## src/hdl/swv_pkg.sv

```systemverilog
// ---------------------------------------------------------------------------
// swv_pkg: shared definitions for the sliding window variance block
// Field widths, queue sizing, divider step size and the sample magnitude
// helper used by the front end.
// ---------------------------------------------------------------------------
package swv_pkg;

  // Payload field widths
  localparam int SAMPLE_W = 24;   // energy sample, signed Q12.12
  localparam int VAR_W    = 47;   // variance, unsigned Q23.24
  localparam int HELD_W   = 7;    // samples held in the window

  // Default window length
  localparam int DEF_WINDOW_DEPTH = 64;

  // Entries in the queue between front and back end
  localparam int QUEUE_DEPTH = 2;

  // Quotient bits resolved per divider cycle
  localparam int DIV_STEP_BITS = 8;

  // Magnitude of a signed sample; the most negative code maps to 2^23
  function automatic logic [SAMPLE_W-1:0] sample_mag(input logic signed [SAMPLE_W-1:0] s);
    logic [SAMPLE_W-1:0] m;
    m = s[SAMPLE_W-1] ? SAMPLE_W'(-s) : SAMPLE_W'(s);
    return m;
  endfunction

endpackage

```

## src/hdl/swv_back.sv

```systemverilog
// ---------------------------------------------------------------------------
// swv_back: variance evaluation
// Divides the sum of squares and |sum| by n in one shared radix-256 loop,
// squares the mean, subtracts with clamp at zero and holds the result in
// the output register.
// ---------------------------------------------------------------------------
module swv_back import swv_pkg::*; #(
  parameter  int WINDOW_DEPTH = DEF_WINDOW_DEPTH,
  localparam int PTR_W = $clog2(WINDOW_DEPTH),
  localparam int N_W   = $clog2(WINDOW_DEPTH + 1),
  localparam int MAG_W = SAMPLE_W + PTR_W,
  localparam int SQ_W  = 2 * SAMPLE_W - 1 + PTR_W
) (
  input  logic              clk,
  input  logic              rst,
  // queue read side
  input  logic              q_valid,
  output logic              q_pop,
  input  logic [MAG_W-1:0]  q_mag,
  input  logic [SQ_W-1:0]   q_sq,
  input  logic [N_W-1:0]    q_n,
  // result channel
  output logic              out_valid,
  input  logic              out_ready,
  output logic [VAR_W-1:0]  window_variance,
  output logic [HELD_W-1:0] samples_held
);

  localparam int DIV_STEPS = (SQ_W + DIV_STEP_BITS - 1) / DIV_STEP_BITS;
  localparam int DIV_W     = DIV_STEPS * DIV_STEP_BITS;
  localparam int CNT_W     = $clog2(DIV_STEPS);
  localparam int PROD_W    = 2 * SAMPLE_W;

  typedef enum logic [1:0] {
    B_IDLE,
    B_DIV,
    B_MUL,
    B_SUB
  } back_state_t;

  back_state_t       state;
  logic [CNT_W-1:0]  step_cnt;
  logic [N_W-1:0]    div_n;
  logic [DIV_W-1:0]  dq_sq;
  logic [DIV_W-1:0]  dq_mag;
  logic [N_W-1:0]    rem_sq;
  logic [N_W-1:0]    rem_mag;
  logic [PROD_W-1:0] mean_prod;

  logic [DIV_W-1:0]  dq_sq_next;
  logic [DIV_W-1:0]  dq_mag_next;
  logic [N_W-1:0]    rem_sq_next;
  logic [N_W-1:0]    rem_mag_next;
  logic [N_W:0]      trial_sq;
  logic [N_W:0]      trial_mag;
  logic [SAMPLE_W-1:0] mean_mag;
  logic [PROD_W-1:0] mean_sq_ext;
  logic              out_free;

  assign q_pop    = (state == B_IDLE) && q_valid;
  assign mean_mag = dq_mag[SAMPLE_W-1:0];
  assign mean_sq_ext = PROD_W'(dq_sq[VAR_W-1:0]);
  assign out_free = !out_valid || out_ready;

  // One divider cycle: DIV_STEP_BITS restoring steps on both quotients
  always_comb begin
    dq_sq_next   = dq_sq;
    dq_mag_next  = dq_mag;
    rem_sq_next  = rem_sq;
    rem_mag_next = rem_mag;
    trial_sq     = '0;
    trial_mag    = '0;
    for (int k = 0; k < DIV_STEP_BITS; k++) begin
      trial_sq    = {rem_sq_next, dq_sq_next[DIV_W-1]};
      trial_mag   = {rem_mag_next, dq_mag_next[DIV_W-1]};
      dq_sq_next  = {dq_sq_next[DIV_W-2:0], 1'b0};
      dq_mag_next = {dq_mag_next[DIV_W-2:0], 1'b0};
      if (trial_sq >= {1'b0, div_n}) begin
        rem_sq_next   = N_W'(trial_sq - {1'b0, div_n});
        dq_sq_next[0] = 1'b1;
      end else begin
        rem_sq_next = trial_sq[N_W-1:0];
      end
      if (trial_mag >= {1'b0, div_n}) begin
        rem_mag_next   = N_W'(trial_mag - {1'b0, div_n});
        dq_mag_next[0] = 1'b1;
      end else begin
        rem_mag_next = trial_mag[N_W-1:0];
      end
    end
  end

  // Back end sequencer and output register
  always_ff @(posedge clk) begin
    if (rst) begin
      state     <= B_IDLE;
      out_valid <= 1'b0;
    end else begin
      // drains on acceptance unless a new result takes its place
      if (out_valid && out_ready && state != B_SUB) begin
        out_valid <= 1'b0;
      end
      case (state)
        B_IDLE: begin
          if (q_valid) begin
            div_n    <= q_n;
            dq_sq    <= DIV_W'(q_sq);
            dq_mag   <= DIV_W'(q_mag);
            rem_sq   <= '0;
            rem_mag  <= '0;
            step_cnt <= CNT_W'(DIV_STEPS - 1);
            state    <= B_DIV;
          end
        end
        B_DIV: begin
          dq_sq    <= dq_sq_next;
          dq_mag   <= dq_mag_next;
          rem_sq   <= rem_sq_next;
          rem_mag  <= rem_mag_next;
          step_cnt <= step_cnt - CNT_W'(1);
          if (step_cnt == '0) begin
            state <= B_MUL;
          end
        end
        B_MUL: begin
          mean_prod <= mean_mag * mean_mag;
          state     <= B_SUB;
        end
        B_SUB: begin
          if (out_free) begin
            out_valid    <= 1'b1;
            samples_held <= HELD_W'(div_n);
            if (mean_sq_ext > mean_prod) begin
              window_variance <= VAR_W'(mean_sq_ext - mean_prod);
            end else begin
              window_variance <= '0;
            end
            state <= B_IDLE;
          end
        end
        default: begin
          state <= B_IDLE;
        end
      endcase
    end
  end

endmodule

```

## config.mk

```make
export PLATFORM = sky130hd
export DESIGN_NAME = swv_back
export DESIGN_NICKNAME = d
export VERILOG_FILES = /design/src/hdl/swv_pkg.sv /design/src/hdl/swv_back.sv
export SDC_FILE = /design/constraint.sdc
export NUM_CORES = 2
export LEC_CHECK = 0
export BUFFER_PORTS_ARGS = -buffer_cell sky130_fd_sc_hd__buf_2
export CORE_ASPECT_RATIO = 0.9
export CORE_MARGIN = 3
export CORE_UTILIZATION = 39
export DETAILED_ROUTE_END_ITERATION = 10
export GPL_ROUTABILITY_DRIVEN = 1
export PLACE_DENSITY_LB_ADDON = 0.2
export SLEW_MARGIN = 30
export SYNTH_ARGS = -nofsm -noshare
export SYNTH_HDL_FRONTEND = slang
export SYNTH_SLANG_ARGS = --single-unit
```

## constraint.sdc

```tcl
create_clock -name clk -period 21 [get_ports clk]
set_input_delay 4.2 -clock clk [delete_from_list [all_inputs] [get_ports clk]]
set_output_delay 4.2 -clock clk [all_outputs]
set_load 0.05 [all_outputs]
```

==> flow_summary.ini <==
[timing]
worstMarginPinSlew_ns = 0.902
tns_ns = 0
finalCriticalPeriod_ns = 18.69
slew_headroom_pct = 39.9
finalCritPeriodShare_pct = 89.0
fin_worst_skew_ns = 0.0251
fmax_mhz = 53.5
setup_viol = 0
drv_slew = 0
finalHoldViolCount = 0
rsz0062_at_grt = no

[cts]
holdBufCountCts = 0
cts_setup_buffers = 0
post_cts_resized = 0
clock_path_buffers = 3
root_buffer = clkbuf_16
cts.htree.levels = 1
cts_buffers = 31
tritoncts = yes
cts_sinks = 240
clk-insertion-delay-late_ns = 0.61
clk_pin_slew_worst_paths_ns = 0.06

[synth]
synthMuxAreaShare_pct = 4.55
synth_cells = 3355
yosysSeqAreaShare_pct = 21.3
synth-seq-cells = 240
synth_compound_area_share_pct = 10.6
synth_xor_area_share_pct = 3.91
yosysUniqueCellTypes = 102
yosys.area_share.adder_pct = 38.7
synth_top_family_by_area = adder cells
synth-simple-area-share_pct = 12.7
avgSynthCellArea_um2 = 10.0
synth_edf_count = 237
synth_top_area_cell = fa_1
synthFlopType = edfxtp_1
async_flop_share_pct = 0
synth_warnings = 0
synth_area_leaders = fa_1, edfxtp_1, ha_1
synth.cell_area_mm2 = 0.0336
synth.net_count = 4226
synth_top_area_share_pct = 26.1

[setup_path]
slowest_stage = a31oi_1
max_stage_delay_ns = 0.59
startpoint_type = flop
cp_data_required_time_ns = 21.34
cp_max_fo = 16
critPathKind = reg -> reg
cp.arrival_ns = 19.03
cp-end-kind = flop
crit_top_cell = ha_1

[final_layout]
num-nets-final = 4358
mostFrequentLayoutCells = inv_1, fa_1, ha_1
mostFrequentLayoutCell = inv_1
area_growth_pct = 9.43
drive_gt1_share_pct = 11.6

[grt]
grt_pass1_vias = 24200
grt_max_degree = 72
grt_overflow_total = 0
grt.total_usage_pct = 20.2
grt_pass1_wl_mm = 142
antenna_found_initial = 5

[die]
io_pins = 150
dieArea_mm2 = 0.0898
die_w_um = 316
die_h_um = 285
core_mm2 = 0.0849
fp-row-count = 101
start_util_pct = 39.6

[job]
drv_cap = 0

[placement]
finalWeightedCongestion = 0.904
portBuffers = 149
dp_hpwl_mm = 71.3

[routing]
wl_mm = 90.3
vias = 23600
drc = 0
via_per_inst = 5.07
drtIter0Drc = 1513
drtAntennaViolNets = 0
wire_per_inst_um = 19.4
drt_pass1_iterations = 5

[status]
outcome = completed

[min_path]
hold_path_class = reg -> reg
## state kept, by name, indices dropped and copies added (netlist names)
signal / cells
step_cnt: 3
samples_held: 7
dq_mag: 56
window_variance: 47
rem_mag: 7
dq_sq: 56
state: 2
out_valid: 1
rem_sq: 7
mean_prod: 47
div_n: 7
## metal layers
metal | up-vias | track usage [%] | share of wire (%)
met1 | 11600 | 30.4 | 49
li1 | 11300 | - | -
met5 | - | 0 | 0
met4 | 0 | 3.57 | 1.6
met3 | 66 | 2.06 | 4.7
met2 | 530 | 31.8 | 45
## layout make-up
class	instances	area (µm²)
Antenna cell	1	2.50
Clock buffer	36	795
Clock inverter	21	297
Fill cell	8387	48100
Inverter	619	2320
Multi-Input combinational cell	2406	23700
Sequential cell	240	7180
Tap cell	1133	1420
Timing Repair Buffer	189	1050
## synthesized netlist by cell type, types with 72 or more instances
cell	instances
inv_1	619
fa_1	438
ha_1	339
edfxtp_1	237
nand2_1	216
and2_1	202
nor2_1	172
a21oi_1	127
o21ai_0	105
mux2_2	97
a21o_1	85
xnor2_1	83
clkbuf_1	72
## critical path: cells and delay by family, from the launching register on
kind                     cells  cell delay (ns)
AO/OA/AOI/OAI               34             7.96
adder cells (fa/ha/maj)      9             3.11
buffers and inverters        4             0.54
flip-flops                   1             0.39
multiplexers                 7             2.37
AND/OR/NAND/NOR             22             4.00
## path summary, 6_finish.rpt
| path | start | to | slack, ns | cells past startpoint |
|---|---|---|---|---|
| worst max-delay path | div_n[0] | rem_sq[0] | 2.31 | 76 |
| worst min-delay path | div_n[5] | samples_held[5] | 0.45 | 0 |
| worst max register to register | div_n[0] | rem_sq[0] | 2.31 | 76 |
| worst min register to register | div_n[5] | samples_held[5] | 0.45 | 0 |
## logic make-up after synthesis
group,after synthesis
xor+xnor,150
fa+ha+maj,777
flops,240
compound gates,511
buf+inv,709
mux,135
simple gates,833
## stage by stage
| stage | instances | cell area, µm² | setup slack, ns | utilization, % | hold WS, ns |
|---|---|---|---|---|---|
| floorplan | 3355 | 33600 | 3.98 | - | 0.426 |
| global placement | 4587 | 35700 | 2.91 | 42.0 | 0.432 |
| detailed placement | 4587 | 35700 | 2.45 | 42.0 | 0.437 |
| CTS | 4644 | 36800 | 2.38 | 43.3 | 0.452 |
| global route | 4645 | 36800 | 0.804 | 43.3 | 0.456 |
| finish | 4645 | 36800 | 2.31 | 43.3 | 0.449 |
Power is left out: the tool's default activity adds up to more than one toggle a clock period on the data nets, which glitch-free logic cannot reach.
