### src/hdl/swv_pkg.sv
// ---------------------------------------------------------------------------
// swv_pkg: shared definitions for the sliding window variance block
// Field widths, queue sizing, divider step size and the sample magnitude
// helper used by the front end.
// ---------------------------------------------------------------------------
package swv_pkg;

  // Payload field widths
  localparam int SAMPLE_W = 24;   // energy sample, signed Q12.12
  localparam int VAR_W    = 47;   // variance, unsigned Q23.24
  localparam int HELD_W   = 7;    // samples held in the window

  // Default window length
  localparam int DEF_WINDOW_DEPTH = 64;

  // Entries in the queue between front and back end
  localparam int QUEUE_DEPTH = 2;

  // Quotient bits resolved per divider cycle
  localparam int DIV_STEP_BITS = 8;

  // Magnitude of a signed sample; the most negative code maps to 2^23
  function automatic logic [SAMPLE_W-1:0] sample_mag(input logic signed [SAMPLE_W-1:0] s);
    logic [SAMPLE_W-1:0] m;
    m = s[SAMPLE_W-1] ? SAMPLE_W'(-s) : SAMPLE_W'(s);
    return m;
  endfunction

endpackage

### src/hdl/swv_ram.sv
// ---------------------------------------------------------------------------
// swv_ram: generic single write, single read RAM
// One write port and one read port, read data registered.
// ---------------------------------------------------------------------------
module swv_ram #(
  parameter  int WIDTH  = 24,
  parameter  int DEPTH  = 64,
  localparam int ADDR_W = $clog2(DEPTH)
) (
  input  logic              clk,
  input  logic              we,
  input  logic [ADDR_W-1:0] waddr,
  input  logic [WIDTH-1:0]  wdata,
  input  logic [ADDR_W-1:0] raddr,
  output logic [WIDTH-1:0]  rdata
);

  logic [WIDTH-1:0] mem [DEPTH];

  // Write port and registered read port
  always_ff @(posedge clk) begin
    if (we) begin
      mem[waddr] <= wdata;
    end
    rdata <= mem[raddr];
  end

endmodule

### src/hdl/swv_front.sv
// ---------------------------------------------------------------------------
// swv_front: sample intake and running sums
// Takes one sample per transaction, retires the oldest sample once the
// window is full, keeps the running sum and sum of squares, and pushes
// |sum|, sum of squares and the sample count into the queue.
// ---------------------------------------------------------------------------
module swv_front import swv_pkg::*; #(
  parameter  int WINDOW_DEPTH = DEF_WINDOW_DEPTH,
  localparam int PTR_W = $clog2(WINDOW_DEPTH),
  localparam int N_W   = $clog2(WINDOW_DEPTH + 1),
  localparam int MAG_W = SAMPLE_W + PTR_W,
  localparam int SQ_W  = 2 * SAMPLE_W - 1 + PTR_W
) (
  input  logic                       clk,
  input  logic                       rst,
  // sample channel
  input  logic                       in_valid,
  output logic                       in_ready,
  input  logic signed [SAMPLE_W-1:0] energy_sample,
  // queue write side
  output logic                       push,
  input  logic                       push_ready,
  output logic [MAG_W-1:0]           push_mag,
  output logic [SQ_W-1:0]            push_sq,
  output logic [N_W-1:0]             push_n
);

  localparam int SUM_W  = MAG_W + 1;
  localparam int PROD_W = 2 * SAMPLE_W - 1;

  typedef enum logic [2:0] {
    F_IDLE,
    F_SQ_NEW,
    F_SQ_OLD,
    F_UPDATE,
    F_PUSH
  } front_state_t;

  front_state_t              state;
  logic [PTR_W-1:0]          wp;
  logic [N_W-1:0]            fill;
  logic signed [SUM_W-1:0]   run_sum;
  logic [SQ_W-1:0]           run_sq;
  logic signed [SAMPLE_W-1:0] x;
  logic [PROD_W-1:0]         sq_new;
  logic [PROD_W-1:0]         sq_old;

  logic [SAMPLE_W-1:0]       old_raw;
  logic                      full;
  logic                      ram_we;
  logic [SAMPLE_W-1:0]       mul_in;
  logic [2*SAMPLE_W-1:0]     mul_out;
  logic signed [SUM_W-1:0]   sum_next;
  logic [SQ_W-1:0]           sq_next;

  assign full     = (fill == N_W'(WINDOW_DEPTH));
  assign in_ready = (state == F_IDLE);
  assign ram_we   = (state == F_UPDATE);

  // Sample ring; read address follows the write pointer so the oldest
  // sample is on the read port in the cycle after acceptance
  swv_ram #(
    .WIDTH (SAMPLE_W),
    .DEPTH (WINDOW_DEPTH)
  ) u_ring (
    .clk   (clk),
    .we    (ram_we),
    .waddr (wp),
    .wdata (x),
    .raddr (wp),
    .rdata (old_raw)
  );

  // Shared squaring multiplier: new sample first, then the retiring one
  always_comb begin
    mul_in  = (state == F_SQ_NEW) ? sample_mag(x) : sample_mag($signed(old_raw));
    mul_out = mul_in * mul_in;
  end

  // Running sum updates; the old sample only counts once the window is full
  always_comb begin
    sum_next = run_sum + SUM_W'(x);
    sq_next  = run_sq + SQ_W'(sq_new);
    if (full) begin
      sum_next = sum_next - SUM_W'($signed(old_raw));
      sq_next  = sq_next - SQ_W'(sq_old);
    end
  end

  // Queue payload straight from the registered sums
  always_comb begin
    push     = (state == F_PUSH);
    push_mag = run_sum[SUM_W-1] ? MAG_W'(-run_sum) : MAG_W'(run_sum);
    push_sq  = run_sq;
    push_n   = fill;
  end

  // Front end sequencer
  always_ff @(posedge clk) begin
    if (rst) begin
      state   <= F_IDLE;
      wp      <= '0;
      fill    <= '0;
      run_sum <= '0;
      run_sq  <= '0;
    end else begin
      case (state)
        F_IDLE: begin
          if (in_valid) begin
            x     <= energy_sample;
            state <= F_SQ_NEW;
          end
        end
        F_SQ_NEW: begin
          sq_new <= mul_out[PROD_W-1:0];
          state  <= F_SQ_OLD;
        end
        F_SQ_OLD: begin
          sq_old <= mul_out[PROD_W-1:0];
          state  <= F_UPDATE;
        end
        F_UPDATE: begin
          run_sum <= sum_next;
          run_sq  <= sq_next;
          if (!full) begin
            fill <= fill + N_W'(1);
          end
          if (wp == PTR_W'(WINDOW_DEPTH - 1)) begin
            wp <= '0;
          end else begin
            wp <= wp + PTR_W'(1);
          end
          state <= F_PUSH;
        end
        F_PUSH: begin
          if (push_ready) begin
            state <= F_IDLE;
          end
        end
        default: begin
          state <= F_IDLE;
        end
      endcase
    end
  end

endmodule

### config.mk
export PLATFORM = sky130hd
export DESIGN_NAME = swv_front
export DESIGN_NICKNAME = d
export VERILOG_FILES = /design/src/hdl/swv_pkg.sv /design/src/hdl/swv_ram.sv /design/src/hdl/swv_front.sv
export SDC_FILE = /design/constraint.sdc
export NUM_CORES = 2
export LEC_CHECK = 0
export BUFFER_PORTS_ARGS = -buffer_cell sky130_fd_sc_hd__buf_2
export CORE_MARGIN = 4
export CORE_UTILIZATION = 35
export DETAILED_ROUTE_END_ITERATION = 12
export GPL_TIMING_DRIVEN = 1
export HOLD_SLACK_MARGIN = 0.1
export SETUP_SLACK_MARGIN = 0.2
export SLEW_MARGIN = 40
export SYNTH_ARGS = -nofsm -noshare
export SYNTH_HDL_FRONTEND = slang
export SYNTH_HIERARCHICAL = 1
export SYNTH_SLANG_ARGS = --single-unit
### constraint.sdc
create_clock -name clk -period 10.57 [get_ports clk]
set_clock_uncertainty 0.2 [all_clocks]
set_input_delay 2.6425 -clock clk [delete_from_list [all_inputs] [get_ports clk]]
set_output_delay 2.6425 -clock clk [all_outputs]
set_load 0.02 [all_outputs]
==> metrics.txt <==
status finished clean; DP HPWL 178000 um; final WL 260000 um; CTS tree done; Buffers on Ports ~120; critical path's largest stage delay approximately 0.74 ns; Worst Hold Class flop to flop; initial antenna violation count 16; clk sinks approximately 1800; RR Startpoint x[9]; YS warnings 6; Worst Slack Setup Final 0.647 ns; die width around 520 um; Final Cycle Share between 90 and 100%; synthesized area ~93000 um2; fraction of registers with async set/reset 0%; violation count after the first detailed-route iteration about 5500; via count 56100; Overflow after GRT 0; most frequent CP cell fa_1; P&R area growth vs syn 12.8%; Gate Count Post-Synth roughly 6500; Reg2Reg Setup Slack ~0.65 ns; row count 188; number of global-route vias before repair 56400; Relative slew margins ~39%; core area roughly 260000 um2; endpoints failing hold 0; setup violators final 0; cts bufs inserted between 150 and 200; Crit Path Category flop to flop; Reg clk slew, reported paths about 0.060 ns; fmax between 100 and 150 MHz; RSZ-0062 raised after global routing no; I/O pin cnt 120; CP required 10.92 ns; gp weighted congestion roughly 0.9; Slew @ Worst Pin between 0.9 and 1 ns; Worst Setup End Kind flop; vias per inst approximately 5.4; crit start category flop; area leader, netlist edfxtp_1; Worst EP arrival 10.27 ns; Avg WL per Cell 24.8 um; register area share after synthesis between 50% and 60%; worst reg2reg path depth 34; Initial Util between 30% and 40%; prevailing post-synth register cell edfxtp_1; Fin Setup TNS 0 ns; most common cell in the netlist edfxtp_1; fin util 39.8%; number of routed nets with antenna violations 0; EDFF count, synth 1652; Final Slew Violations 0; DIE AREA about 270000 um2; worst-path fanout max 9; share of layout cells above drive strength 1 between 15 and 20%; Detailed Routing Iterations Pass 1 7; Syn Area/Cell approximately 14 um2; clk_lat worst skew roughly 0.85 ns; commonest cells in the netlist 1652 x edfxtp_1, 677 x inv_1, 454 x nand2_1, 431 x fa_1, 418 x nor2_1; Yosys top cell area share a little over half; drt drc 0; Crit-path slowest cell or4_1; Setup Fix Bufs, Post-CTS 0; Vert. Die Dim approximately 520 um; unique cell type count in the Yosys netlist 90; CTS Root Cell clkbuf_16; Yosys reg bits 1776; Layout Nets roughly 7600; gr usage total roughly a fifth; post-place setup slack around 0.62 ns; minimum clock period ~10 ns; crit path to sq_new[40]; ranking of synthesized cells by area edfxtp_1 53%, fa_1 9.3%, mux4_2 8.6%; Crit. Startpoint x[9]; Max Cap Violations 0; global-route wire length before repair between 300000 and 400000 um; CTS max path bufs 3; largest net degree at the start of global routing 100; Critical R2R Capture sq_new[40]; htree depth 4
==> how the worst min path moves through the flow <==
| stage | depth (start not counted) | endpoint | from | slack [ns] |
|---|---|---|---|---|
| detailed placement | 2 | push_sq[26] | push_sq[26] | 0.29 |
| global placement | 2 | push_sq[26] | push_sq[26] | 0.29 |
| global route | 2 | push_sq[26] | push_sq[26] | 0.32 |
| floorplan | 1 | state[0] | state[2] | 0.25 |
| finish | 2 | push_sq[31] | push_sq[31] | 0.29 |
| CTS | 2 | push_sq[26] | push_sq[26] | 0.30 |
==> state kept, by name (all words and copies together) (netlist names) <==
signal and cells:
u_ring/mem 1536, run_sum 31, x 24, sq_old 46, sq_new 46, u_ring/rdata 24, state 3, push_sq 53
push_n 7, wp 6
==> final cells by class <==
class / count / area [um2]
Inverter: 687 / 2580
Clock buffer: 215 / 4580
Clock inverter: 108 / 1180
Multi-Input combinational cell: 3821 / 37300
Sequential cell: 1776 / 52100
Tap cell: 3515 / 4400
Antenna cell: 7 / 17.5
Fill cell: 24300 / 158000
Timing Repair Buffer: 344 / 2620
==> cells by family after synthesis <==
kind of cell,synth area share [%]
buf+inv,4.13
xor+xnor,2.56
fa+ha+maj,13.7
flops,56.1
mux,10.4
other cells,0.00808
compound gates,6.78
simple gates,6.32
==> per-stage QoR <==
step | std cells | hold WS (ns) | cell area [um2]
after floorplan | 6553 | 0.251 | 92900
after global placement | 10100 | 0.285 | 98500
after detailed placement | 10100 | 0.288 | 99000
after CTS | 10500 | 0.300 | 105000
after global routing | 10500 | 0.324 | 105000
final | 10500 | 0.295 | 105000
==> layer usage <==
layer | share of wire, % | routed length [um] | global-route usage (%)
met1 | 43 | 111000 | 26.1
met2 | 46 | 120000 | 29.6
met3 | 8.3 | 21500 | 4.05
met4 | 2.8 | 7240 | 5.11
met5 | 0.015 | 40 | 0
==> worst max-delay path: cells and delay by family (launching register included) <==
| family | cells | cell delay (ns) |
|---|---|---|
| buffers and inverters | 8 | 0.93 |
| xor gates and xnor gates | 2 | 0.26 |
| adders and majority gates | 8 | 3.76 |
| and+or+nand+nor | 6 | 1.80 |
| AOI/OAI and AO/OA | 10 | 2.26 |
| DFF | 1 | 0.41 |
==> repair_timing <==
item | 4_1_cts | 5_1_grt
setup endpoints to repair | 0 | 5
hold buffers | 0 | 0
resized for setup | 0 | 4
==> cell usage in the layout (no fill, tap or decap), drive strengths merged, types with 79 or more instances in the layout <==
master	synthesis	final
xnor2	167	167
nand2	455	455
o21ai	181	181
a21oi	249	249
xor2	105	105
clkbuf	151	215
mux2i	104	104
nor2	418	418
a21o	79	79
fa	431	431
edfxtp	1652	1652
buf	118	344
clkinv	5	86
inv	682	691
ha	329	329
mux4	355	355
dfxtp	124	124
Power is not shown: default switching activity piles up to over one toggle a cycle in this logic, so the estimate is an artifact.
