## src/hdl/swv_pkg.sv

```systemverilog
// ---------------------------------------------------------------------------
// swv_pkg: shared definitions for the sliding window variance block
// Field widths, queue sizing, divider step size and the sample magnitude
// helper used by the front end.
// ---------------------------------------------------------------------------
package swv_pkg;

  // Payload field widths
  localparam int SAMPLE_W = 24;   // energy sample, signed Q12.12
  localparam int VAR_W    = 47;   // variance, unsigned Q23.24
  localparam int HELD_W   = 7;    // samples held in the window

  // Default window length
  localparam int DEF_WINDOW_DEPTH = 64;

  // Entries in the queue between front and back end
  localparam int QUEUE_DEPTH = 2;

  // Quotient bits resolved per divider cycle
  localparam int DIV_STEP_BITS = 8;

  // Magnitude of a signed sample; the most negative code maps to 2^23
  function automatic logic [SAMPLE_W-1:0] sample_mag(input logic signed [SAMPLE_W-1:0] s);
    logic [SAMPLE_W-1:0] m;
    m = s[SAMPLE_W-1] ? SAMPLE_W'(-s) : SAMPLE_W'(s);
    return m;
  endfunction

endpackage

```

## src/hdl/swv_fifo.sv

```systemverilog
// ---------------------------------------------------------------------------
// swv_fifo: short queue between front and back end
// Register based, first in first out, with full and empty flags.
// ---------------------------------------------------------------------------
module swv_fifo import swv_pkg::*; #(
  parameter int WIDTH = 8,
  parameter int DEPTH = QUEUE_DEPTH
) (
  input  logic             clk,
  input  logic             rst,
  input  logic             push,
  output logic             push_ready,
  input  logic [WIDTH-1:0] push_data,
  input  logic             pop,
  output logic             pop_valid,
  output logic [WIDTH-1:0] pop_data
);

  localparam int PTR_W = (DEPTH > 1) ? $clog2(DEPTH) : 1;
  localparam int CNT_W = $clog2(DEPTH + 1);

  logic [WIDTH-1:0] entry [DEPTH];
  logic [PTR_W-1:0] wr_ptr;
  logic [PTR_W-1:0] rd_ptr;
  logic [CNT_W-1:0] count;
  logic             do_push;
  logic             do_pop;

  assign push_ready = (count != CNT_W'(DEPTH));
  assign pop_valid  = (count != '0);
  assign pop_data   = entry[rd_ptr];
  assign do_push    = push && push_ready;
  assign do_pop     = pop && pop_valid;

  // Storage
  always_ff @(posedge clk) begin
    if (do_push) begin
      entry[wr_ptr] <= push_data;
    end
  end

  // Pointers and occupancy
  always_ff @(posedge clk) begin
    if (rst) begin
      wr_ptr <= '0;
      rd_ptr <= '0;
      count  <= '0;
    end else begin
      if (do_push) begin
        wr_ptr <= (wr_ptr == PTR_W'(DEPTH - 1)) ? '0 : wr_ptr + PTR_W'(1);
      end
      if (do_pop) begin
        rd_ptr <= (rd_ptr == PTR_W'(DEPTH - 1)) ? '0 : rd_ptr + PTR_W'(1);
      end
      if (do_push && !do_pop) begin
        count <= count + CNT_W'(1);
      end else if (do_pop && !do_push) begin
        count <= count - CNT_W'(1);
      end
    end
  end

endmodule

```

## config.mk

```make
export PLATFORM = sky130hd
export DESIGN_NAME = swv_fifo
export DESIGN_NICKNAME = d
export VERILOG_FILES = /design/src/hdl/swv_pkg.sv /design/src/hdl/swv_fifo.sv
export SDC_FILE = /design/constraint.sdc
export NUM_CORES = 1
export LEC_CHECK = 0
export ABC_CLOCK_PERIOD_IN_PS = 2070
export BUFFER_PORTS_ARGS = -buffer_cell sky130_fd_sc_hd__buf_2
export CORE_AREA = 4 4 46 48
export CTS_CLUSTER_DIAMETER = 80
export CTS_CLUSTER_SIZE = 12
export DETAILED_ROUTE_END_ITERATION = 8
export DIE_AREA = 0 0 50 52
export PLACE_DENSITY = 0.7
export SYNTH_ARGS = -nofsm -noshare
export SYNTH_HDL_FRONTEND = slang
export SYNTH_SLANG_ARGS = --single-unit
```

## constraint.sdc

```tcl
create_clock -name clk -period 2.07 [get_ports clk]
set_input_delay 0.1035 -clock clk [delete_from_list [all_inputs] [get_ports clk]]
set_output_delay 0.1035 -clock clk [all_outputs]
set_load 0.05 [all_outputs]
```

==> flow_summary.yaml, run 1 <==
run_status:
  status: "complete, no violations"
drt:
  wl_um: 1200
  first_iter_violations: 8
  dr.pass1.iters: 4
  wire_per_inst_um: 11.4
  drc_errors: 0
  vias_per_cell: 4.54
  vias: 481
  final_antenna_net_count: 0
yosys:
  syn_inst: 49
  syn_nets: 62
  ys_warn_count: 0
  synth_cell_types: 17
  syn_area_um2: 806
  avgSynthCellArea_um2: 16.4
  seq_area_frac_synth: 0.720
  ys_ff_latch: 21
sta:
  rsz0062_at_grt: "false"
  tightest_slew_ns: 0.374
  max_freq_mhz: 632
  relSlewSlack: 0.751
  fin_crit_sh: 0.764
  slew_violations: 0
  hold_viol: 0
  layout_min_cycle_time_ns: 1.58
  finalClockSkew_ns: 0.00638
  tns_ns: 0
  setup_viol: 0
  timing.hold.ws_ns: 0.0323
floorplan:
  dieArea_um2: 2600
  top_level_ports: 22
  row_count: 15
  coreArea_um2: 1710
  die_w_um: 50
  start_util: 0.472
  fp.dieH_um: 52
clocking:
  cts_sinks: 21
  ctsResizeCount: 0
  clockBufferDepth: 2
  insertion_delay_ns: 0.29
  hold_buffers: 8
  htreeDepth: 1
  cts-buffers-inserted: 3
  path_clk_slew_ns: 0.10
  cts_tree: "yes"
  postCtsSetupBuffers: 0
  root_buffer: "clkbuf_4"
placement:
  dpl_cell_area_um2: 937
  dp_hpwl_um: 840
  gp_congestion: 0.684
  port_buffers: 21
layout:
  antenna_cells: 0
  synthToLayoutAreaGrowth_pct: 29.5
  layout.nets: 95
  postLayoutCellArea_um2: 1040
  drive_above_1_share: 0.432
  layout_common_cells: "buf_2, edfxtp_1, mux2_2, dlygate4sd3_1, dfxtp_1"
  layout_commonest_cell: "buf_2"
  fill_cells: 135
pwr:
  p_comb_frac: 0.418
  power_leakage_nw: 0.415
  ir_drop_v: 0.000900
  p_sw_frac: 0.400
  clkPwrFrac: 0.137
  cellPowerDensity_nw_per_um2: 1270
  pwr-share-seq: 0.445
  switching_power_w: 0.000530
  p_total_w: 0.00133
  p_int_w: 0.000796
critical_path:
  crit_type: "flip-flop to flip-flop"
  cp_num_buf_inv: 0
  cp_data_arrival_time_ns: 1.81
  crit_chain: "nand2b_4, and2_1, ha_1, or3_1, a21oi_1"
  worstSetupStartpoint: "count[0]"
  r2r-end: "count[1]"
  crit_fanout: 5
  start_kind: "flip-flop"
  r2r_slack_ns: 0.49
  cp.required_ns: 2.30
  reg2reg_depth: 5
  reg2reg_from: "count[0]"
  crit_cells: 5
  cpMaxStageDelayCell: "dfxtp_1"
  crit_path_end_kind: "flip-flop"
  path_delay_family: "simple AND/OR/NAND/NOR gates"
  max_stage_delay_ns: 0.37
global_routing:
  grt_usage: 0.116
  overflow: 0
  grt_pass1_vias: 525
  grt_pass1_wl_um: 2190
  grt_start_max_net_pins: 12
  grt_antenna_before_repair: 0
min_path:
  hold_class: "input pin to flip-flop"
  hp-start: "rst"
  whs_endpoint: "count[0]"
  hold_depth: 2
job:
  cap_viol_max_count: 0
[power groups by stage]
stage | combinational, W | sequential [W] | clock (W)
after floorplan | 0.000468 | 0.000572 | 0
after global placement | 0.000539 | 0.000598 | 0
after detailed placement | 0.000545 | 0.000603 | 0
after CTS | 0.000559 | 0.000593 | 0.000192
after global routing | 0.000593 | 0.000603 | 0.000215
final | 0.000554 | 0.000591 | 0.000182
[flip-flops by register name (all words and copies together), names as in the netlist, named ones only]
signal	count
count	2
entry	16
wr_ptr	1
rd_ptr	1
[Yosys cell counts]
master | count | area, um^2
o21ai_0 | 2 | 10.0
nand2b_4 | 1 | 13.8
or3_1 | 1 | 6.26
mux2_2 | 8 | 90.1
dfxtp_1 | 5 | 100
a21bo_2 | 1 | 10.0
a21oi_1 | 2 | 10.0
inv_1 | 1 | 3.75
ha_1 | 1 | 12.5
and3_1 | 1 | 6.26
nand3b_1 | 1 | 7.51
nor2_1 | 3 | 11.3
and2_1 | 1 | 6.26
edfxtp_1 | 16 | 480
buf_2 | 1 | 5.00
xor2_1 | 3 | 26.3
or2_2 | 1 | 6.26
[layout make-up]
type	count	area, um^2	area share
Sequential cell	21	581	0.556
Multi-Input combinational cell	26	216	0.207
Tap cell	25	31.3	0.0300
Inverter	1	3.75	0.00360
Timing Repair Buffer	29	185	0.177
Clock buffer	4	26.3	0.0252
[metrics by stage]
step / setup WS, ns / instances / utilization
2_1_floorplan: 0.472 / 49 / -
3_3_place_gp: 0.564 / 94 / 0.549
3_5_place_dp: 0.517 / 94 / 0.549
4_1_cts: 0.486 / 106 / 0.611
5_1_grt: 0.392 / 106 / 0.611
6_report: 0.489 / 106 / 0.611
[worst register-to-register path: cells and delay by family, from the launching register on]
family          cells  cell delay, ns
compound gates      1            0.14
fa+ha+maj           1            0.31
flops               1            0.37
simple gates        3            0.70
[layer usage]
layer  GRT usage  part of all wire  up-vias
met5           0                 0        -
met4      0.0691             0.022        0
met3      0.0287             0.065        4
met2       0.189              0.47       16
met1       0.139              0.44      215
li1            -                 -      246
[worst max path at each step]
| stage | end | slack [ns] |
|---|---|---|
| 6_report | count[1] | 0.49 |
| 5_1_grt | count[1] | 0.39 |
| 4_1_cts | count[1] | 0.49 |
| 3_5_place_dp | count[1] | 0.52 |
| 3_3_place_gp | count[1] | 0.56 |
| 2_1_floorplan | count[1] | 0.47 |
[logic make-up after synthesis]
group | synth area share
AO/OA/AOI/OAI | 0.0373
AND/OR/NAND/NOR | 0.0714
XOR/XNOR | 0.0326
buffers and inverters | 0.0109
multiplexers | 0.112
adder cells (fa/ha/maj) | 0.0155
flip-flops | 0.721
Power figures use the tool's default switching activity.
==> inputs of run 2 (changes only) <==
==> config.mk (replaced) <==
export PLATFORM = sky130hd
export DESIGN_NAME = swv_fifo
export DESIGN_NICKNAME = d
export VERILOG_FILES = /design/src/hdl/swv_pkg.sv /design/src/hdl/swv_fifo.sv
export SDC_FILE = /design/constraint.sdc
export NUM_CORES = 1
export LEC_CHECK = 0
export ABC_CLOCK_PERIOD_IN_PS = 1400
export BUFFER_PORTS_ARGS = -buffer_cell sky130_fd_sc_hd__buf_2
export CORE_AREA = 4 4 48 50
export CTS_CLUSTER_DIAMETER = 80
export CTS_CLUSTER_SIZE = 12
export DETAILED_ROUTE_END_ITERATION = 8
export DIE_AREA = 0 0 52 54
export PLACE_DENSITY = 0.67
export SYNTH_ARGS = -nofsm -noshare
export SYNTH_HDL_FRONTEND = slang
export SYNTH_SLANG_ARGS = --single-unit
==> constraint.sdc (replaced) <==
create_clock -name clk -period 1.4 [get_ports clk]
set_input_delay 0.07 -clock clk [delete_from_list [all_inputs] [get_ports clk]]
set_output_delay 0.07 -clock clk [all_outputs]
set_load 0.05 [all_outputs]
==> flow_summary.yaml, run 2 (synthesis results as in run 1) <==
global_routing:
  grt_antenna_before_repair: 0
  overflow: 0
  grt_pass1_wl_um: 1890
  grt_usage: 0.0930
  grt_start_max_net_pins: 12
  grt_pass1_vias: 443
sta:
  hold_viol: 0
  layout_min_cycle_time_ns: 1.45
  relSlewSlack: 0.749
  setup_viol: 1
  tightest_slew_ns: 0.377
  max_freq_mhz: 688
  slew_violations: 0
  finalClockSkew_ns: 0.00779
  rsz0062_at_grt: "true"
  layout_setup_ws_ns: -0.0532
  fin_crit_sh: 1.04
  timing.hold.ws_ns: 0.102
critical_path:
  reg2reg_from: "count[0]"
  cp_data_arrival_time_ns: 1.68
  crit_fanout: 5
  start_kind: "flip-flop"
  cp.required_ns: 1.63
  worstSetupStartpoint: "count[0]"
  crit_type: "flip-flop to flip-flop"
  crit_path_end_kind: "flip-flop"
layout:
  layout_common_cells: "buf_2, edfxtp_1, dlygate4sd3_1"
  layout_commonest_cell: "buf_2"
  top_regs: "entry x16, count x2"
  largest_reg_flops: 16
  regMostFlops: "entry"
  finish.utilization: 0.576
  fill_cells: 156
  synthToLayoutAreaGrowth_pct: 36.0
  layout.nets: 98
  drive_above_1_share: 0.524
  antenna_cells: 0
clocking:
  cts-buffers-inserted: 3
  clockBufferDepth: 2
  htreeDepth: 1
  cts_tree: "yes"
  root_buffer: "clkbuf_4"
  cts_sinks: 21
  postCtsSetupBuffers: 0
  path_clk_slew_ns: 0.11
  insertion_delay_ns: 0.29
pwr:
  power_leakage_nw: 0.432
  ir_drop_v: 0.00119
  cellPowerDensity_nw_per_um2: 1870
floorplan:
  dieArea_um2: 2810
  row_count: 16
  coreArea_um2: 1900
  top_level_ports: 22
  die_w_um: 52
  start_util: 0.424
  fp.dieH_um: 54
run_status:
  violations: "negative setup slack"
  status: "finished, violations left"
placement:
  dp_hpwl_um: 873
  port_buffers: 21
  gp_congestion: 0.656
drt:
  wire_per_inst_um: 11.4
  wl_um: 1270
  dr.pass1.iters: 2
  vias: 484
  drc_errors: 0
  vias_per_cell: 4.36
  first_iter_violations: 2
  final_antenna_net_count: 0
job:
  cap_viol_max_count: 0
min_path:
  hp-start: "push"
  hold_class: "input pin to flip-flop"
==> run 2: area by class of cell <==
| cell class | instances | area [um^2] | share of cell area |
|---|---|---|---|
| Clock buffer | 4 | 26.3 | 0.0240 |
| Timing Repair Buffer | 32 | 210 | 0.192 |
| Inverter | 1 | 3.75 | 0.00342 |
| Multi-Input combinational cell | 26 | 235 | 0.215 |
| Sequential cell | 21 | 587 | 0.535 |
| Tap cell | 27 | 33.8 | 0.0308 |
==> run 2: worst paths after layout <==
path | cells past startpoint | endpoint | slack [ns]
worst max-delay path | 6 | count[1] | -0.05
worst min-delay path | 3 | wr_ptr | 0.10
worst max register to register | 6 | count[1] | -0.05
worst min register to register | 2 | flip-flop | 0.51
==> run 2: worst max-delay path: stages, from the launching register on <==
cell      delay, ns
dfxtp_2        0.37
nand2b_4       0.16
and2_4         0.14
ha_4           0.15
xor2_1         0.14
or3_1          0.31
a21oi_1        0.12
==> run 2: through the flow <==
stage	TNS, ns	std cells	total power (W)	setup slack (ns)	area [um^2]
4_1_cts	-0.0435	111	0.00206	-0.0435	1090
3_5_place_dp	-0.0138	98	0.00176	-0.0138	971
3_3_place_gp	0	98	0.00175	0.0128	971
6_report	-0.0532	111	0.00205	-0.0532	1100
2_1_floorplan	-0.0791	49	0.00157	-0.0791	822
5_1_grt	-0.127	111	0.00216	-0.127	1100
==> run 2: repair_timing <==
item,4_1_cts,5_1_grt
gates resized for setup,2,3
hold buffers,9,0
endpoints found under the hold margin,21,0
pin swaps,0,0
setup endpoints to repair,9,9
==> run 2: report_power, final <==
group	internal, W	switching [W]	total, W
registers	0.000803	0.0000885	0.000891
logic	0.000325	0.000562	0.000887
clock network	0.000111	0.000157	0.000268
total	0.00124	0.000808	0.00205
==> run 2: per-layer routing <==
metal / up-vias / global-route usage / part of all wire
met5: - / 0 / 0
met4: 0 / 0.0524 / 0.0079
met3: 2 / 0.0166 / 0.039
met2: 12 / 0.161 / 0.53
met1: 219 / 0.108 / 0.42
li1: 251 / - / -
==> inputs of run 3 (changes only) <==
--- a/config.mk
+++ b/config.mk
@@ -7,12 +7,13 @@
 export LEC_CHECK = 0
 export ABC_CLOCK_PERIOD_IN_PS = 1400
 export BUFFER_PORTS_ARGS = -buffer_cell sky130_fd_sc_hd__buf_2
-export CORE_AREA = 4 4 48 50
+export CORE_AREA = 4 4 79 44
 export CTS_CLUSTER_DIAMETER = 80
 export CTS_CLUSTER_SIZE = 12
 export DETAILED_ROUTE_END_ITERATION = 8
-export DIE_AREA = 0 0 52 54
-export PLACE_DENSITY = 0.67
+export DIE_AREA = 0 0 83 48
+export PLACE_DENSITY = 0.48
+export SETUP_SLACK_MARGIN = 0.4
 export SYNTH_ARGS = -nofsm -noshare
 export SYNTH_HDL_FRONTEND = slang
 export SYNTH_SLANG_ARGS = --single-unit
==> flow_summary.yaml, run 3 (synthesis results as in run 1) <==
run_status:
  status: "finished, violations left"
  violations: "negative setup slack"
clocking:
  cts-buffers-inserted: 3
  cts_tree: "yes"
  htreeDepth: 1
  cts_sinks: 21
  clockBufferDepth: 2
  insertion_delay_ns: 0.26
  path_clk_slew_ns: 0.07
  root_buffer: "clkbuf_8"
layout:
  layout_common_cells: "edfxtp_1, buf_2, buf_8"
  layout_commonest_cell: "edfxtp_1"
  finish.utilization: 0.462
  largest_reg_flops: 16
  regMostFlops: "entry"
  top_regs: "entry x16, count x2"
  drive_above_1_share: 0.598
  synthToLayoutAreaGrowth_pct: 62.6
  postLayoutCellArea_um2: 1310
  seq_area_um2: 587
  multiInputGateArea_um2: 273
  layout.nets: 101
  antenna_cells: 0
  fill_cells: 258
placement:
  port_buffers: 21
  gp_congestion: 0.715
  dp_hpwl_um: 1050
  dpl_cell_area_um2: 996
floorplan:
  start_util: 0.284
  dieArea_um2: 3980
  fp.dieH_um: 48
  top_level_ports: 22
  coreArea_um2: 2840
  row_count: 14
  die_w_um: 83
pwr:
  ir_drop_v: 0.00108
  power_leakage_nw: 0.527
  cellPowerDensity_nw_per_um2: 2020
drt:
  vias_per_cell: 4.04
  wire_per_inst_um: 11.9
  wl_um: 1510
  drc_errors: 0
  first_iter_violations: 10
  final_antenna_net_count: 0
  dr.pass1.iters: 2
  vias: 513
global_routing:
  grt_start_max_net_pins: 12
  grt_pass1_vias: 518
  overflow: 0
  grt_usage: 0.0844
  grt_pass1_wl_um: 2470
  grt_antenna_before_repair: 0
sta:
  rsz0062_at_grt: "true"
  tightest_slew_ns: 0.216
  fin_crit_sh: 1.02
  slew_violations: 0
  layout_setup_ws_ns: -0.0282
  hold_viol: 0
  relSlewSlack: 0.856
  finalClockSkew_ns: 0.00484
  setup_viol: 1
  layout_min_cycle_time_ns: 1.43
  max_freq_mhz: 700
  timing.hold.ws_ns: 0.00314
critical_path:
  cpMaxStageDelayCell: "dfxtp_2"
  crit_fanout: 3
  max_stage_delay_ns: 0.34
  cp_data_arrival_time_ns: 1.61
  cp.required_ns: 1.58
  crit_path_end_kind: "flip-flop"
  path_delay_family: "simple AND/OR/NAND/NOR gates"
  crit_type: "flip-flop to flip-flop"
  start_kind: "flip-flop"
  cp_num_buf_inv: 0
  crit_chain: "nand2b_4, and2_4, ha_4, xor2_1, or3_1, a21oi_1"
job:
  cap_viol_max_count: 0
min_path:
  hold_class: "input pin to flip-flop"
## run 3: cell count changes in the layout (fill, tap and decap cells not counted), moves of 8 or more
cell    previous run  this run
mux2_4             0         8
buf_2             21        11
mux2_2             8         0
buf_8              0        10
## run 3: path summary, 6_finish.rpt
kind                  to  slack (ns)  cells past startpoint         start
min          entry[1][2]       0.003                      1  push_data[2]
max reg2reg     count[1]       -0.03                      6      count[0]
min reg2reg    flip-flop        0.51                      2        rd_ptr
max             count[1]       -0.03                      6      count[0]
## run 3: final cells by class
class | count | area share
Timing Repair Buffer | 35 | 0.266
Multi-Input combinational cell | 26 | 0.208
Inverter | 1 | 0.00478
Sequential cell | 21 | 0.448
Tap cell | 40 | 0.0382
Clock buffer | 4 | 0.0344
## run 3: routing by layer
layer / vias to the layer above / GRT usage / wire length [um]
li1: 255 / - / -
met1: 243 / 0.102 / 771
met2: 13 / 0.131 / 650
met3: 2 / 0.0464 / 81
met4: 0 / 0.0293 / 6
met5: - / 0 / 0
## run 3: what timing repair did
action / in CTS / in global routing
pin swaps: 1 / 2
hold endpoints to repair: 11 / 0
buffers inserted: 4 / 1
endpoints found under the setup margin: 31 / 31
hold buffers: 6 / 0
resized for setup: 35 / 14
## run 3: worst reg2reg max path: stages (launching register included)
cell      delay [ns]
dfxtp_2         0.34
nand2b_4        0.14
and2_4          0.14
ha_4            0.15
xor2_1          0.14
or3_1           0.31
a21oi_1         0.14
## run 3: stage by stage
stage / total power [W] / setup TNS, ns / instances / worst slack (ns)
after floorplan: 0.00157 / -0.0789 / 49 / -0.0789
after global placement: 0.00179 / 0 / 112 / 0.00923
after detailed placement: 0.00179 / -0.0228 / 112 / -0.0228
after CTS: 0.00254 / 0 / 126 / 0.00444
after global routing: 0.00276 / -0.0653 / 127 / -0.0653
final: 0.00265 / -0.0282 / 127 / -0.0282
## run 3: report_power, final
part | internal [W] | switching (W) | leakage [nW]
logic | 0.000702 | 0.000673 | 0.312
clock network | 0.000202 | 0.000183 | 0.0228
registers | 0.000803 | 0.0000807 | 0.192
total | 0.00171 | 0.000937 | 0.527
